**config.mk**
```make
export PLATFORM = sky130hd
export DESIGN_NAME = minicomputer_alu_condition_codes
export DESIGN_NICKNAME = d
export VERILOG_FILES = /design/src/hdl/malu_pkg.sv /design/src/hdl/malu_exec.sv /design/src/hdl/minicomputer_alu_condition_codes.sv
export SDC_FILE = /design/constraint.sdc
export NUM_CORES = 1
export LEC_CHECK = 0
export CELL_PAD_IN_SITES_DETAIL_PLACEMENT = 1
export CELL_PAD_IN_SITES_GLOBAL_PLACEMENT = 1
export CORE_ASPECT_RATIO = 0.8
export CORE_UTILIZATION = 54
export DETAILED_ROUTE_END_ITERATION = 7
export DONT_BUFFER_PORTS = 1
export MAX_ROUTING_LAYER = met4
export PLACE_DENSITY_LB_ADDON = 0.1
export SYNTH_ARGS = -nofsm -noshare
export SYNTH_HDL_FRONTEND = slang
export SYNTH_HIERARCHICAL = 1
export SYNTH_SLANG_ARGS = --single-unit
```
**constraint.sdc**
```tcl
create_clock -name clk -period 5.1 [get_ports clk]
set_input_delay 0.51 -clock clk [delete_from_list [all_inputs] [get_ports clk]]
set_output_delay 0.51 -clock clk [all_outputs]
set_load 0.02 [all_outputs]
```
**src/hdl/malu_pkg.sv**
```systemverilog
package malu_pkg;

    // Field widths of the stream items, fixed by the instruction format.
    localparam int FIELD_BITS    = 16;
    localparam int OP_BITS       = 4;
    localparam int OFFSET_BITS   = 8;
    localparam int MASK_BITS     = 4;

    // Packed item sizes and the byte-padded stream widths.
    localparam int IN_ITEM_BITS  = 65;
    localparam int IN_DATA_BITS  = 72;
    localparam int OUT_ITEM_BITS = 39;
    localparam int OUT_DATA_BITS = 40;

    typedef enum logic [OP_BITS-1:0] {
        OP_CLR   = 4'd0,
        OP_MOV   = 4'd1,
        OP_ADD   = 4'd2,
        OP_SUB   = 4'd3,
        OP_CMP   = 4'd4,
        OP_INC   = 4'd5,
        OP_DEC   = 4'd6,
        OP_CCODE = 4'd7,
        OP_BGT   = 4'd8,
        OP_BR    = 4'd9
    } op_t;

    // Condition-code layout: N Z V C from the top bit down.
    typedef logic [MASK_BITS-1:0] flags_t;

    localparam int FLAG_N = 3;
    localparam int FLAG_Z = 2;
    localparam int FLAG_V = 1;
    localparam int FLAG_C = 0;

    localparam flags_t CC_MASK_NONE = 4'b0000;
    localparam flags_t CC_MASK_C    = 4'b0001;
    localparam flags_t CC_MASK_V    = 4'b0010;
    localparam flags_t CC_MASK_Z    = 4'b0100;
    localparam flags_t CC_MASK_N    = 4'b1000;
    localparam flags_t CC_MASK_ALL  = 4'b1111;

    // Input item; operation, the last field declared, sits in the lowest bits.
    typedef struct packed {
        logic [MASK_BITS-1:0]          cc_mask;
        logic                          cc_set;
        logic [FIELD_BITS-1:0]         pc_now;
        logic signed [OFFSET_BITS-1:0] branch_offset;
        logic [FIELD_BITS-1:0]         dst_word;
        logic [FIELD_BITS-1:0]         src_word;
        logic [OP_BITS-1:0]            operation;
    } in_t;

    // Result item; result_word, the last field declared, sits in the lowest bits.
    typedef struct packed {
        logic                  code_error;
        logic                  flag_c;
        logic                  flag_v;
        logic                  flag_z;
        logic                  flag_n;
        logic                  branch_taken;
        logic [FIELD_BITS-1:0] next_pc;
        logic                  write_back;
        logic [FIELD_BITS-1:0] result_word;
    } out_t;

endpackage

```
**src/hdl/malu_exec.sv**
```systemverilog
module malu_exec #(
    parameter int WORD_BITS = 16
) (
    input  malu_pkg::in_t    item,
    input  malu_pkg::flags_t flags,
    output malu_pkg::out_t   result,
    output malu_pkg::flags_t flags_next
);

    typedef logic [WORD_BITS-1:0] word_t;

    localparam word_t MAX_POS  = {1'b0, {(WORD_BITS-1){1'b1}}};
    localparam word_t MOST_NEG = {1'b1, {(WORD_BITS-1){1'b0}}};
    localparam word_t ONE      = word_t'(1);

    malu_pkg::op_t    op;
    word_t            s_w;
    word_t            d_w;
    word_t            pc_w;
    word_t            off_w;
    word_t            target;
    logic [WORD_BITS:0] sum;
    word_t            sub_a;
    word_t            sub_b;
    logic [WORD_BITS:0] diff;
    word_t            inc_w;
    word_t            dec_w;
    logic             is_cmp;
    logic             mask_ok;
    word_t            res_w;
    word_t            npc_w;
    logic             wb;
    logic             taken;
    logic             err;

    assign op     = malu_pkg::op_t'(item.operation);
    assign s_w    = word_t'(item.src_word);
    assign d_w    = word_t'(item.dst_word);
    assign pc_w   = word_t'(item.pc_now);
    assign off_w  = word_t'(item.branch_offset);
    assign target = pc_w + {off_w[WORD_BITS-2:0], 1'b0};

    assign sum    = {1'b0, d_w} + {1'b0, s_w};

    // One subtractor serves both orders: sub is dst-src, cmp is src-dst.
    assign is_cmp = (op == malu_pkg::OP_CMP);
    assign sub_a  = is_cmp ? s_w : d_w;
    assign sub_b  = is_cmp ? d_w : s_w;
    assign diff   = {1'b0, sub_a} - {1'b0, sub_b};

    assign inc_w  = d_w + ONE;
    assign dec_w  = d_w - ONE;

    assign mask_ok = (item.cc_mask == malu_pkg::CC_MASK_N) ||
                     (item.cc_mask == malu_pkg::CC_MASK_Z) ||
                     (item.cc_mask == malu_pkg::CC_MASK_V) ||
                     (item.cc_mask == malu_pkg::CC_MASK_C) ||
                     (item.cc_mask == malu_pkg::CC_MASK_ALL);

    always_comb
    begin
        flags_next = flags;
        res_w      = '0;
        npc_w      = pc_w;
        wb         = 1'b0;
        taken      = 1'b0;
        err        = 1'b0;
        case (op)
            malu_pkg::OP_CLR:
            begin
                wb         = 1'b1;
                flags_next = malu_pkg::CC_MASK_Z;
            end
            malu_pkg::OP_MOV:
            begin
                res_w                      = s_w;
                wb                         = 1'b1;
                flags_next[malu_pkg::FLAG_N] = s_w[WORD_BITS-1];
                flags_next[malu_pkg::FLAG_Z] = (s_w == '0);
                flags_next[malu_pkg::FLAG_V] = 1'b0;
            end
            malu_pkg::OP_ADD:
            begin
                res_w                      = sum[WORD_BITS-1:0];
                wb                         = 1'b1;
                flags_next[malu_pkg::FLAG_N] = sum[WORD_BITS-1];
                flags_next[malu_pkg::FLAG_Z] = (sum[WORD_BITS-1:0] == '0);
                flags_next[malu_pkg::FLAG_V] = ~(d_w[WORD_BITS-1] ^ s_w[WORD_BITS-1]) &
                                               (d_w[WORD_BITS-1] ^ sum[WORD_BITS-1]);
                flags_next[malu_pkg::FLAG_C] = sum[WORD_BITS];
            end
            malu_pkg::OP_SUB, malu_pkg::OP_CMP:
            begin
                res_w                      = is_cmp ? word_t'(0) : diff[WORD_BITS-1:0];
                wb                         = ~is_cmp;
                flags_next[malu_pkg::FLAG_N] = diff[WORD_BITS-1];
                flags_next[malu_pkg::FLAG_Z] = (diff[WORD_BITS-1:0] == '0);
                // Overflow when the operand signs differ and the result
                // carries the sign of the subtrahend.
                flags_next[malu_pkg::FLAG_V] = (sub_a[WORD_BITS-1] ^ sub_b[WORD_BITS-1]) &
                                               ~(sub_b[WORD_BITS-1] ^ diff[WORD_BITS-1]);
                flags_next[malu_pkg::FLAG_C] = diff[WORD_BITS];
            end
            malu_pkg::OP_INC:
            begin
                res_w                      = inc_w;
                wb                         = 1'b1;
                flags_next[malu_pkg::FLAG_N] = inc_w[WORD_BITS-1];
                flags_next[malu_pkg::FLAG_Z] = (inc_w == '0);
                flags_next[malu_pkg::FLAG_V] = (d_w == MAX_POS);
            end
            malu_pkg::OP_DEC:
            begin
                res_w                      = dec_w;
                wb                         = 1'b1;
                flags_next[malu_pkg::FLAG_N] = dec_w[WORD_BITS-1];
                flags_next[malu_pkg::FLAG_Z] = (dec_w == '0);
                flags_next[malu_pkg::FLAG_V] = (d_w == MOST_NEG);
            end
            malu_pkg::OP_CCODE:
            begin
                if (!item.cc_set && (item.cc_mask == malu_pkg::CC_MASK_NONE))
                begin
                    flags_next = flags;
                end
                else if (mask_ok)
                begin
                    flags_next = item.cc_set ? (flags | item.cc_mask)
                                             : (flags & ~item.cc_mask);
                end
                else
                begin
                    err = 1'b1;
                end
            end
            malu_pkg::OP_BGT:
            begin
                if (!flags[malu_pkg::FLAG_Z] &&
                    (flags[malu_pkg::FLAG_N] == flags[malu_pkg::FLAG_V]))
                begin
                    npc_w = target;
                    taken = 1'b1;
                end
            end
            malu_pkg::OP_BR:
            begin
                npc_w = target;
                taken = 1'b1;
            end
            default:
            begin
                flags_next = flags;
            end
        endcase
    end

    always_comb
    begin
        result.result_word  = malu_pkg::FIELD_BITS'(res_w);
        result.write_back   = wb;
        result.next_pc      = malu_pkg::FIELD_BITS'(npc_w);
        result.branch_taken = taken;
        result.flag_n       = flags_next[malu_pkg::FLAG_N];
        result.flag_z       = flags_next[malu_pkg::FLAG_Z];
        result.flag_v       = flags_next[malu_pkg::FLAG_V];
        result.flag_c       = flags_next[malu_pkg::FLAG_C];
        result.code_error   = err;
    end

endmodule

```
**src/hdl/minicomputer_alu_condition_codes.sv**
```systemverilog
// Condition-code ALU for a small 16-bit minicomputer instruction subset.
// Each request on the s_* stream carries one instruction: the operation,
// the source and destination words, the branch offset, the current PC and
// the condition-code mask. For every request the m_* stream returns exactly
// one result: the destination value and write flag, the next PC and branch
// flag, the N Z V C flags after the instruction and a bad-mask error flag.
// An accepted request goes first into the input register and then into the
// result register, with the execute logic and the flag update between
// them. Throughput is one request per cycle while m_tready stays high;
// the flag register is written as each instruction leaves the input
// register, so the next instruction sees the updated flags directly.
// Reset clears both stage valids and the flags to zero. When the receiver
// holds m_tready low, the result register holds its request, the input
// register fills, and s_tready drops until the result is taken; nothing is
// dropped or repeated. WORD_BITS sets the internal arithmetic width; words
// travel on the ports as 16-bit fields, truncated or zero-extended.
module minicomputer_alu_condition_codes #(
    parameter int WORD_BITS = 16
) (
    input  logic                               clk,
    input  logic                               rst_n,
    input  logic                               s_tvalid,
    output logic                               s_tready,
    // operation, src_word, dst_word, branch_offset, pc_now, cc_set, cc_mask
    input  logic [malu_pkg::IN_DATA_BITS-1:0]  s_tdata,
    output logic                               m_tvalid,
    input  logic                               m_tready,
    // result_word, write_back, next_pc, branch_taken, flag_n, flag_z,
    // flag_v, flag_c, code_error
    output logic [malu_pkg::OUT_DATA_BITS-1:0] m_tdata
);

    // Input stage: holds one request while it executes.
    logic             in_valid_reg;
    malu_pkg::in_t    in_data_reg;

    // Result stage: holds one finished result until the receiver takes it.
    logic             out_valid_reg;
    malu_pkg::out_t   out_data_reg;

    // Architectural condition codes.
    malu_pkg::flags_t flags_reg;
    malu_pkg::flags_t flags_next;

    malu_pkg::out_t   exec_result;
    logic             out_free;
    logic             advance;

    // The result register can load when it is empty or being emptied.
    assign out_free = !out_valid_reg || m_tready;
    assign advance  = in_valid_reg && out_free;
    assign s_tready = !in_valid_reg || advance;

    malu_exec #(
        .WORD_BITS (WORD_BITS)
    ) u_exec (
        .item       (in_data_reg),
        .flags      (flags_reg),
        .result     (exec_result),
        .flags_next (flags_next)
    );

    always_ff @(posedge clk or negedge rst_n)
    begin
        if (!rst_n)
        begin
            in_valid_reg  <= 1'b0;
            out_valid_reg <= 1'b0;
            flags_reg     <= '0;
        end
        else
        begin
            if (s_tready)
            begin
                in_valid_reg <= s_tvalid;
            end
            if (out_free)
            begin
                out_valid_reg <= in_valid_reg;
            end
            // Flags commit only when the instruction actually moves on,
            // so a stalled instruction is never applied twice.
            if (advance)
            begin
                flags_reg <= flags_next;
            end
        end
    end

    always_ff @(posedge clk)
    begin
        if (s_tready && s_tvalid)
        begin
            in_data_reg <= malu_pkg::in_t'(s_tdata[malu_pkg::IN_ITEM_BITS-1:0]);
        end
        if (advance)
        begin
            out_data_reg <= exec_result;
        end
    end

    assign m_tvalid = out_valid_reg;
    assign m_tdata  = {(malu_pkg::OUT_DATA_BITS - malu_pkg::OUT_ITEM_BITS)'(0),
                       out_data_reg};

endmodule

```
Word-level counts from Yosys, hierarchy flattened
Index checks and enable logic that the tools add are counted.

Bits in registers: 110. Latch bits: 0. Bits in writable memories: 0. ROM bits: 0. Bits of input ports: 76. Output and inout port bits: 42. Memories kept: 0.

$add $sub $neg: 5. Multipliers: 0. Divide/modulo/power cells: 0. Order comparisons: 0. Eq/ne operators: 17. Shift operators: 0. Mux-type cells: 15. Bitwise gates (word level): 13. Reduce and logical (&&, ||, !) cells: 24.

Operator list (count): $logic_not A16 Y1 (5); $pmux W16 S5 (1); $mux W16 (4); $pmux W16 S2 (1); $pmux W3 S7 (1); $eq A4 B3 Y1 const B (5); $add A16 B16 Y17 (1); $sub A16 B16 Y17 (1); $add A16 B1 Y16 const B (1); $add A16 B16 Y16 (1); $eq A16 B15 Y1 const B (1); $eq A16 B16 Y1 const B (1); $eq A4 B4 Y1 const B (4); $sub A16 B1 Y16 const B (1); $eq A4 B2 Y1 const B (3); $mux W4 (3); $eq A4 B1 Y1 const B (2); $logic_not A4 Y1 (2); $logic_or A1 B1 Y1 (6); $reduce_or A5 Y1 (1); $and A4 B4 Y4 (1); $logic_and A1 B1 Y1 (4); $logic_not A1 Y1 (4); $not A1 Y1 (4); 9 further kinds (16).

Depth between registers and ports, before layout
Gate-level depths: netlist of run 1.

Depth after elaboration: 8. Gate-level depth with buffers: 14. Depth with buffers taken out: 14.

Cells and area by module
Netlist of run 1, hierarchy kept.

By module, submodules not included: malu_exec (instances 1, cells an instance 666, area an instance 4294.1 um^2, sequential area each 0.0 um^2); minicomputer_alu_condition_codes (instances 1, cells an instance 123, area an instance 3400.8 um^2, sequential area each 3273.1 um^2).

Worst setup path after synthesis of run 1
No wires, ideal clock.

Path kind: register to register. Start: register in_data_reg[0] in the netlist's numbering. End: register flags_reg[3]. Library setup time: 0.125 ns. Arrival time: 3.163 ns. Setup slack: 1.812 ns. Stages on the path, launching flop included: 14. Buffers on the path: 2. Cell sequence: edfxtp_1 nor4b_4 buf_2 buf_1 mux2i_1 o21ai_1 a221oi_1 nor2_1 nor2_1 o31ai_4 mux2i_1 nand2_1 o32a_1 mux2_4.

Word-level cells in the longest chain between the ends: 4.

RTL lines: start, declared (line minicomputer_alu_condition_codes.sv:35) `malu_pkg::in_t in_data_reg;`; start signal, assigned (line minicomputer_alu_condition_codes.sv:94) `in_data_reg <= malu_pkg::in_t'(s_tdata[malu_pkg::IN_ITEM_BITS-1:0]);`; $eq A4 B3 Y1 (line malu_exec.sv:46, malu_exec.sv:68); $mux W16, on equally long branches (line malu_exec.sv:47, malu_exec.sv:48); $sub A16 B16 Y17 (line malu_exec.sv:49) `assign diff = {1'b0, sub_a} - {1'b0, sub_b};`; $pmux W3 S7 (*) (line malu_exec.sv:68) `case (op)`; named net flags_next[3] (line minicomputer_alu_condition_codes.sv:43) `malu_pkg::flags_t flags_next;`; end signal, assigned (line minicomputer_alu_condition_codes.sv:85) `flags_reg <= flags_next;`; end, declared (line minicomputer_alu_condition_codes.sv:42) `malu_pkg::flags_t flags_reg;`.

The timed path passes the listed nets; every way through them passes the cells marked *. A chain may end at the register's enable or synchronous reset.

Final worst setup path of run 1
Start: register in_data_reg[1] in the netlist's numbering. End: register flags_reg[2].

Word-level cells in the longest chain between the ends: 5.

RTL lines: $eq A4 B3 Y1 (line malu_exec.sv:46, malu_exec.sv:68); $mux W16, on equally long branches (line malu_exec.sv:47, malu_exec.sv:48); $sub A16 B16 Y17 (line malu_exec.sv:49); $logic_not A16 Y1 (line malu_exec.sv:97) `flags_next[malu_pkg::FLAG_Z] = (diff[WORD_BITS-1:0] == '0);`; $pmux W3 S7 (*) (line malu_exec.sv:68); named net flags_next[2] (line minicomputer_alu_condition_codes.sv:43).

Marked as above.

==> impl_metrics.py, run 1 <==
metrics = {
    "status": {
        "status": "completed",
    },
    "detailed_routing": {
        "dr.pass1.iters": 5,
        "drt_wl_total_um": 23010,
        "wl_per_cell_um": 24.25,
        "ant_nets": 0,
        "vias": 6245,
        "vias_per_cell": 6.581,
        "drc": 0,
        "drtIter0Drc": 442,
    },
    "synthesis": {
        "synth_edf_count": 104,
        "yosysSeqAreaShare_pct": 42.54,
        "synth_cell_type_count": 81,
        "synth_area_mm2": 0.007695,
        "synth_warnings": 6,
        "synth-seq-cells": 110,
        "syn-num-nets": 903,
        "avgSynthCellArea_um2": 9.753,
        "postSynth.asyncResetShare_pct": 5.455,
        "synthCells": 789,
        "synthFlopType": "edfxtp_1",
    },
    "sta": {
        "min_period_ns": 4.133,
        "final_hold_viol_count": 0,
        "setup_viol": 0,
        "maxSlewViolCount": 0,
        "period_share_pct": 81.04,
        "worst_pin_slew_ns": 0.9672,
        "clock.fmax_mhz": 241.9,
        "layout_setup_ws_ns": 0.9669,
        "tns_ns": 0,
        "relSlewSlack_pct": 35.52,
        "rsz0062_at_grt": "no",
        "finClkSkew_ns": 0.01117,
    },
    "critical_path": {
        "critPathMaxStageDelay_ns": 0.81,
        "reg2reg_to": "flags_reg[2]",
        "critical_path_class": "flop to flop",
        "reg2reg_from": "in_data_reg[1]",
        "critical_path.slowest_cell": "or4b_1",
        "endpoint_kind": "flop",
        "worst_ep_arrival_time_ns": 4.39,
        "r2r_slack_ns": 0.97,
        "critPathMaxFanout": 13,
        "crit_required_ns": 5.36,
        "startpoint_type": "flop",
        "r2r_cells": 13,
        "crit_chain": "buf_4 -> or4b_1 -> mux2i_2 -> ha_1 -> o2111ai_1 -> nand3_1 -> o211ai_1 -> a21oi_1 -> a211o_1 -> xnor2_1 -> nor4_1 -> a41o_1 -> mux2_4",
    },
    "finish": {
        "seqCellArea_mm2": 0.003273,
        "final_nets": 876,
        "area_delta_synth_final_pct": 5.203,
        "largest_reg_flops": 65,
        "fin_util_pct": 58.91,
        "final_cell_mix": "edfxtp_1 (104), nor2_1 (64), a21oi_1 (56)",
        "fillers": 1514,
        "multiInputGateArea_mm2": 0.004088,
        "drive_gt1_share_pct": 6.910,
        "layout.cells.most_common": "edfxtp_1",
    },
    "clocking": {
        "clk_latency_ns": 0.36,
        "tritoncts": "yes",
        "cts_hold_buf": 1,
        "cts_setup_buffers": 0,
        "clk_pin_slew_worst_paths_ns": 0.08,
        "cts_buffers": 9,
        "clk_path_buf_depth": 2,
        "cts-root-buf": "clkbuf_16",
        "ctsResizeCount": 0,
        "htree_num_levels": 3,
        "cts_sinks": 110,
    },
    "placed_design": {
        "gp_congestion": 0.9066,
        "io_buffers": 0,
        "dp.final_hpwl_um": 17280,
        "dp_slack_ns": 1.082,
    },
    "power": {
        "total_power_uw": 2515,
        "ir_drop_v": 0.0002425,
        "powerDensity_mw_per_mm2": 310.7,
        "leakagePower_uw": 0.002940,
    },
    "floorplanning": {
        "placementRows": 38,
        "pin_count": 118,
        "die-area_mm2": 0.01473,
        "core_mm2": 0.01374,
        "die_x_um": 135.5,
        "fp.dieH_um": 108.8,
        "initial_core_util_pct": 56.00,
    },
    "global_route": {
        "groute.usage.overall_pct": 33.47,
        "grt_first_pass_wirelength_um": 35680,
        "grt_pass1_vias": 6298,
        "antenna_found_initial": 2,
        "grt.overflow.total": 0,
        "grt_max_degree": 45,
    },
    "min_path": {
        "min_to": "in_data_reg[58]",
        "hold_path_class": "primary input to flop",
        "min_path_cells": 0,
        "hp-start": "s_tdata[58]",
    },
    "job": {
        "drv_cap": 0,
    },
}
-- per-stage QoR --
stage               instance area (um^2)  cells  hold WS (ns)
finish                              8095    949        0.2342
global route                        8095    949        0.2198
CTS                                 8090    947        0.2268
detailed placement                  7789    930        0.2146
global placement                    7789    930        0.2146
floorplan                           7695    789        0.2144
-- cells in the mapped netlist, drive strengths merged (14+ instances only) --
library cell	instances	share of area (%)
buf	14	1.2
mux2i	14	2.0
nand2	55	2.8
inv	25	1.2
nand2b	21	1.8
ha	36	5.9
edfxtp	104	41
nor3	17	1.1
nor2	64	3.1
nand3	16	1.0
xnor2	48	5.5
nor2b	21	1.7
a21oi	58	3.9
clkbuf	39	1.9
o21ai	60	3.9
xor2	20	2.3
-- routing by layer --
metal | part of all wire (%) | vias to the layer above | global-route usage [%]
li1 | - | 2861 | -
met1 | 44 | 3074 | 44.34
met2 | 47 | 280 | 52.01
met3 | 7.0 | 30 | 6.183
met4 | 1.9 | 0 | 10.67
met5 | 0 | - | -
-- critical path: cells and delay by family, from the launching register on --
family          cells  cell delay (ns)
fa+ha+maj           1             0.22
flops               1             0.40
simple gates        3             1.13
buf+inv             1             0.20
compound gates      5             1.26
xor+xnor            1             0.24
mux                 2             0.55
-- kinds of logic after synthesis --
kind of cell,after synthesis,synth area share (%)
simple gates,259,17.71
compound gates,213,17.98
flops,110,42.54
buf+inv,79,4.358
xor+xnor,68,7.740
fa+ha+maj,38,6.374
mux,21,3.252
other cells,1,0.04873
-- final cells by class --
class | instances | share of cell area (%)
multi-input cells | 600 | 50.49
flip-flops and latches | 110 | 40.43
clock buffers | 10 | 2.828
well taps | 180 | 2.782
repair buffers | 15 | 1.422
inverters | 26 | 1.206
clock inverters | 6 | 0.7728
diodes | 2 | 0.06182
-- worst max-delay path by stage --
stage | to | from | depth (start not counted)
final | flags_reg[2] | in_data_reg[1] | 13
after floorplan | flags_reg[3] | in_data_reg[0] | 13
after global routing | flags_reg[2] | in_data_reg[3] | 12
after CTS | flags_reg[3] | in_data_reg[1] | 12
after detailed placement | flags_reg[3] | in_data_reg[1] | 12
after global placement | flags_reg[2] | in_data_reg[3] | 12
-- report_power, final --
part	switching [uW]	internal, uW
combinational	368	234
clock	353	345
sequential	125	1090
total	847	1670
Power figures use the tool's default switching activity.
==> run 2, diff against run 1 <==
--- a/config.mk
+++ b/config.mk
@@ -8,7 +8,7 @@
 export CELL_PAD_IN_SITES_DETAIL_PLACEMENT = 1
 export CELL_PAD_IN_SITES_GLOBAL_PLACEMENT = 1
 export CORE_ASPECT_RATIO = 0.8
-export CORE_UTILIZATION = 54
+export CORE_UTILIZATION = 45
 export DETAILED_ROUTE_END_ITERATION = 7
 export DONT_BUFFER_PORTS = 1
 export MAX_ROUTING_LAYER = met4
==> constraint.sdc (replaced) <==
create_clock -name clk -period 3.6 [get_ports clk]
set_input_delay 0.36 -clock clk [delete_from_list [all_inputs] [get_ports clk]]
set_output_delay 0.36 -clock clk [all_outputs]
set_load 0.02 [all_outputs]
==> run 2 against run 1 <==
  * Critical path depth did not move
  * Via count grew 1.2%
  * First-iteration DRC count fell by 13%
  * Clock-buffer cell count shrank 1
  * Non-clock buffer count rose by 70
  * Critical path type unchanged
  * Critical endpoint is now m_tdata[8]
  * Largest power group unchanged
  * Highest routed layer unchanged
==> impl_metrics.py, run 2 (synthesized netlist as in run 1, its figures left out) <==
metrics = {
    "status": {
        "status": "completed",
    },
    "global_route": {
        "grt.overflow.total": 0,
        "grt_first_pass_wirelength_um": 35830,
        "grt_max_degree": 40,
        "grt_pass1_vias": 6332,
        "antenna_found_initial": 0,
        "grt_use_met2_pct": 42.31,
        "groute.usage.overall_pct": 27.97,
        "grt_use_met3_pct": 5.747,
        "grt_busiest_layer": "met2",
        "met1_usage_pct": 37.97,
    },
    "sta": {
        "maxSlewViolCount": 0,
        "finClkSkew_ns": 0.01356,
        "clock.fmax_mhz": 286.6,
        "relSlewSlack_pct": 37.92,
        "min_period_ns": 3.489,
        "setup_viol": 0,
        "worst_pin_slew_ns": 0.9299,
        "final_hold_viol_count": 0,
        "period_share_pct": 96.91,
        "holdWs_ns": 0.07700,
    },
    "clocking": {
        "cts_buffers": 9,
        "htree_num_levels": 3,
        "clk_latency_ns": 0.37,
        "tritoncts": "yes",
        "clk_path_buf_depth": 2,
        "clk_pin_slew_worst_paths_ns": 0.09,
        "cts-root-buf": "clkbuf_16",
        "cts_sinks": 110,
    },
    "floorplanning": {
        "initial_core_util_pct": 46.19,
        "die_x_um": 148.2,
        "fp.dieH_um": 119.0,
        "core_mm2": 0.01666,
        "die-area_mm2": 0.01763,
        "placementRows": 42,
        "pin_count": 118,
    },
    "detailed_routing": {
        "drtIter0Drc": 386,
        "ant_nets": 0,
        "wl_per_cell_um": 22.15,
        "vias": 6317,
        "drt_wl_total_um": 23420,
        "dr.pass1.iters": 5,
        "drc": 0,
        "vias_per_cell": 5.976,
    },
    "finish": {
        "diodes": 0,
        "multiInputGateArea_mm2": 0.004155,
        "seqCellArea_mm2": 0.003273,
        "fillers": 1837,
        "final_cell_mix": "edfxtp_1 (104), buf_4 (83), nor2_1 (64)",
        "final_area_mm2": 0.008786,
        "area_delta_synth_final_pct": 14.18,
        "layout.cells.most_common": "edfxtp_1",
        "final_nets": 946,
        "largest_reg_flops": 65,
        "drive_gt1_share_pct": 16.13,
    },
    "critical_path": {
        "crit_required_ns": 3.71,
        "endpoint_kind": "flop",
        "worst_ep_arrival_time_ns": 3.60,
        "critical_path_class": "flop to flop",
        "startpoint_type": "flop",
        "critPathMaxFanout": 4,
    },
    "power": {
        "ir_drop_v": 0.0002984,
        "leakagePower_uw": 0.003310,
        "powerDensity_mw_per_mm2": 435.3,
    },
    "placed_design": {
        "dp.final_hpwl_um": 18400,
        "gp_congestion": 0.9442,
        "placed_cell_area_mm2": 0.008304,
        "io_buffers": 0,
    },
    "job": {
        "drv_cap": 0,
    },
    "min_path": {
        "hold_path_class": "primary input to flop",
    },
}
run 2: cell count changes in the layout (fill, tap and decap cells not counted), moves of 2 or more:
cell	delta
diode_2	-2
bufinv_16	+2
buf_4	+69
inv_6	-2
run 2: path summary, 6_finish.rpt:
kind | start | end | slack, ns | cells after the start
setup / recovery | in_data_reg[0] | m_tdata[8] | 0.11 | 13
hold / removal | s_tdata[11] | in_data_reg[11] | 0.08 | 0
setup reg to reg | in_data_reg[0] | m_tdata[8] | 0.11 | 13
hold reg to reg | in_data_reg[44] | m_tdata[17] | 0.42 | 0
max in group asynchronous | rst_n | flags_reg[2] | 3.08 | 1
min in group asynchronous | rst_n | flags_reg[1] | 0.30 | 1
run 2: area by class of cell:
type,instances,area share [%]
Clock buffer,9,2.563
Sequential cell,110,37.25
Inverter,26,1.111
Tap cell,220,3.133
Multi-Input combinational cell,600,47.29
Timing Repair Buffer,85,7.334
Clock inverter,7,1.310
run 2: timing repair:
item | 4_1_cts | 5_1_grt
pin swaps | 1 | 11
hold endpoints to repair | 6 | 0
setup buffers | 1 | 8
hold buffers | 1 | 0
resized for setup | 1 | 14
setup endpoints to repair | 2 | 6
run 2: power by group:
part | internal (uW) | switching (uW)
sequential | 1540 | 159
combinational | 425 | 557
clock | 628 | 515
total | 2590 | 1230
run 2: layer usage:
metal  part of all wire, %  vias up  wire length, um
met1                    47     3110            11070
met4                   1.8        0              429
met3                   5.9       26             1383
met5                     0        -                0
li1                      -     3000                -
met2                    45      181            10530
run 2: worst max-delay path, stage by stage (launching register included):
cell	delay [ns]
edfxtp_1	0.47
or4b_4	0.66
mux2i_4	0.23
ha_2	0.20
o2111ai_2	0.18
nand3_1	0.12
buf_4	0.15
buf_4	0.13
o21ai_0	0.14
o21bai_1	0.09
xnor2_1	0.22
buf_4	0.15
a21oi_1	0.13
a2111o_1	0.36
run 2: through the flow:
stage | util, % | TNS [ns] | power, uW | worst slack, ns | instances
global route | 52.74 | -0.05214 | 3986 | -0.02660 | 1057
finish | 52.74 | 0 | 3825 | 0.1111 | 1057
CTS | 52.04 | 0 | 3825 | 0.02669 | 1050
global placement | 49.85 | 0 | 2627 | 0.03123 | 1032
floorplan | - | 0 | 2335 | 0.3121 | 789
detailed placement | 49.85 | -0.008644 | 2659 | -0.008644 | 1032
==> run 3, diff against run 2 <==
--- a/config.mk
+++ b/config.mk
@@ -15,5 +15,4 @@
 export PLACE_DENSITY_LB_ADDON = 0.1
 export SYNTH_ARGS = -nofsm -noshare
 export SYNTH_HDL_FRONTEND = slang
-export SYNTH_HIERARCHICAL = 1
 export SYNTH_SLANG_ARGS = --single-unit
==> run 3 against run 2 <==
  * The run now ends with design-rule violations left
  * Synthesized cell count increased by 6.8%
  * Final area grew 4.6%
  * Routed wire length up 12%
  * Largest cell class unchanged
==> impl_metrics.py, run 3 <==
metrics = {
    "synthesis": {
        "synth_edf_count": 104,
        "synth_warnings": 0,
        "postSynth.asyncResetShare_pct": 5.455,
        "synthFlopType": "edfxtp_1",
        "synthCells": 843,
        "yosys.area.top_type": "edfxtp_1",
        "netlist.area_leader.share_pct": 38.52,
        "synth_cell_type_count": 90,
        "yosysSeqAreaShare_pct": 40.38,
        "synth.most_common_cell": "edfxtp_1",
        "synth_area_leaders": "edfxtp_1 (39%), ha_1 (5.6%), xnor2_1 (4.1%), nand2_1 (3.2%), o21ai_0 (3.0%)",
        "synthTopCellsByCount": "edfxtp_1 (104), nand2_1 (69), nor2_1 (53)",
        "synth_area_mm2": 0.008107,
        "syn-num-nets": 957,
        "synth-seq-cells": 110,
        "avgSynthCellArea_um2": 9.616,
    },
    "global_route": {
        "grt_busiest_layer": "met2",
        "grt_first_pass_wirelength_um": 40760,
        "grt_max_degree": 66,
        "grt_pass1_vias": 7221,
        "grt_use_met2_pct": 46.59,
        "grt.overflow.total": 0,
        "groute.usage.overall_pct": 30.00,
        "met1_usage_pct": 40.00,
        "grt_use_met3_pct": 6.297,
        "antenna_found_initial": 1,
    },
    "sta": {
        "rsz0062_at_grt": "no",
        "tns_ns": 0,
        "setup_viol": 0,
        "final_hold_viol_count": 0,
        "clock.fmax_mhz": 288.0,
        "maxSlewViolCount": 0,
        "finClkSkew_ns": 0.01632,
        "relSlewSlack_pct": 39.56,
        "worst_pin_slew_ns": 0.9066,
        "period_share_pct": 96.44,
        "holdWs_ns": 0.07361,
        "layout_setup_ws_ns": 0.1282,
        "min_period_ns": 3.472,
    },
    "floorplanning": {
        "core_mm2": 0.01749,
        "pin_count": 118,
        "fp.dieH_um": 122.1,
        "placementRows": 43,
        "die-area_mm2": 0.01856,
        "die_x_um": 152.1,
        "initial_core_util_pct": 46.36,
    },
    "critical_path": {
        "endpoint_kind": "flop",
        "crit_required_ns": 3.81,
        "worst_ep_arrival_time_ns": 3.68,
        "critical_path_class": "flop to flop",
        "critPathMaxFanout": 2,
        "r2r_cells": 10,
        "reg2reg_from": "in_data_reg[4]",
        "startpoint_type": "flop",
        "reg2reg_to": "m_tdata[35]",
        "r2r_slack_ns": 0.13,
    },
    "finish": {
        "final_nets": 994,
        "final_cell_mix": "edfxtp_1 (104), buf_4 (75), nand2_1 (69)",
        "fillers": 1973,
        "seqCellArea_mm2": 0.003273,
        "stdcell_count": 1111,
        "fin_util_pct": 52.54,
        "area_delta_synth_final_pct": 13.32,
        "multiInputGateArea_mm2": 0.004586,
        "layout.cells.most_common": "edfxtp_1",
        "largest_reg_flops": 65,
        "drive_gt1_share_pct": 16.05,
    },
    "placed_design": {
        "placedCellCount": 1092,
        "gp_congestion": 0.9365,
        "dp_slack_ns": -0.08289,
        "io_buffers": 0,
        "dp.final_hpwl_um": 20140,
    },
    "power": {
        "p_sw_share_pct": 35.26,
        "pwr-share-comb_pct": 27.8,
        "leakagePower_uw": 0.003398,
        "seqPwrFrac_pct": 44.0,
        "intPower_uw": 2463,
        "powerDensity_mw_per_mm2": 414.1,
        "power.switching_uw": 1342,
        "p_clk_share_pct": 28.2,
        "ir_drop_v": 0.0002305,
    },
    "clocking": {
        "clk_path_buf_depth": 2,
        "cts_buffers": 9,
        "clk_latency_ns": 0.37,
        "cts-root-buf": "clkbuf_16",
        "tritoncts": "yes",
        "htree_num_levels": 3,
        "clk_pin_slew_worst_paths_ns": 0.09,
        "cts_sinks": 110,
    },
    "min_path": {
        "min_path_cells": 0,
        "hold_path_class": "primary input to flop",
        "min_to": "in_data_reg[24]",
        "hp-start": "s_tdata[24]",
    },
    "detailed_routing": {
        "vias": 7095,
        "dr.pass1.iters": 7,
        "drt_wl_total_um": 26280,
        "vias_per_cell": 6.386,
        "wl_per_cell_um": 23.65,
        "drc": 20,
        "ant_nets": 0,
        "drtIter0Drc": 554,
    },
    "status": {
        "status": "complete, but fails checks",
        "violations": "design-rule violations",
    },
    "job": {
        "drv_cap": 0,
    },
}
## run 3: changes by cell type after synthesis, sizes merged, moves of 7 or more
cell    before  now
nand2       55   69
o22ai        6   15
a211oi       6   14
xnor2       48   38
nor3        17   24
nand3       16   29
nor2        64   53
a21oi       58   43
## run 3: through the flow
| step | cell area (um^2) | total power (uW) |
|---|---|---|
| after global routing | 9184 | 3964 |
| after global placement | 8777 | 2677 |
| after floorplan | 8107 | 2356 |
| final | 9186 | 3804 |
| after detailed placement | 8777 | 2720 |
| after CTS | 9123 | 3800 |
## run 3: area by class of cell
cell class                 count  area share, %
antenna                        1        0.02724
clock buffer                   9          2.452
clock inverter                 7          1.049
inverter                      29          1.185
multi-input combinational    652          49.92
sequential                   110          35.63
tap                          225          3.065
timing repair buffer          78          6.674
## run 3: kinds of logic (layout without fill, tap and decap cells)
logic type	after synthesis	count (layout)	synth area share, %
AOI/OAI and AO/OA	242	242	21.35
xor gates and xnor gates	55	55	5.942
adders and majority gates	38	38	6.050
buffers and inverters	81	123	4.121
DFF	110	110	40.38
muxes	24	24	3.365
other	1	2	0.04626
and+or+nand+nor	292	292	18.75
## run 3: power groups by stage
stage / logic [uW] / clock network [uW] / registers (uW)
after global placement: 981 / 0 / 1700
after global routing: 1150 / 1130 / 1690
after detailed placement: 1020 / 0 / 1700
after CTS: 1030 / 1090 / 1680
final: 1060 / 1070 / 1670
after floorplan: 678 / 0 / 1680
## run 3: worst max-delay path by stage
stage                        start      endpoint  cells after the start
global placement    in_data_reg[5]   m_tdata[35]                     11
global route        in_data_reg[9]   m_tdata[34]                     10
finish              in_data_reg[4]   m_tdata[35]                     10
detailed placement  in_data_reg[5]  flags_reg[2]                     11
floorplan           in_data_reg[1]   m_tdata[34]                     11
CTS                 in_data_reg[1]   m_tdata[35]                     10
## run 3: worst max-delay path, cell delays in order, from the launching register on
cell and delay [ns]:
edfxtp_1 0.41, ha_1 0.25, fa_1 0.42, xor2_1 0.17, or4_1 0.48, nor4_4 0.22
o2111ai_1 0.22, or4_4 0.47, o41ai_2 0.32, a41oi_1 0.14, a21oi_1 0.20
## run 3: repair_timing
| item | 4_1_cts | 5_1_grt |
|---|---|---|
| resized for setup | 3 | 10 |
| setup endpoints to repair | 2 | 3 |
| buffers inserted | 0 | 1 |
| endpoints found under the hold margin | 6 | 0 |
| hold buffers | 1 | 0 |
## run 3: per-layer routing
| metal | part of all wire (%) | routed length [um] |
|---|---|---|
| met1 | 47 | 12240 |
| met2 | 45 | 11730 |
| met3 | 7.3 | 1907 |
| met4 | 1.5 | 403 |
| met5 | 0 | 0 |
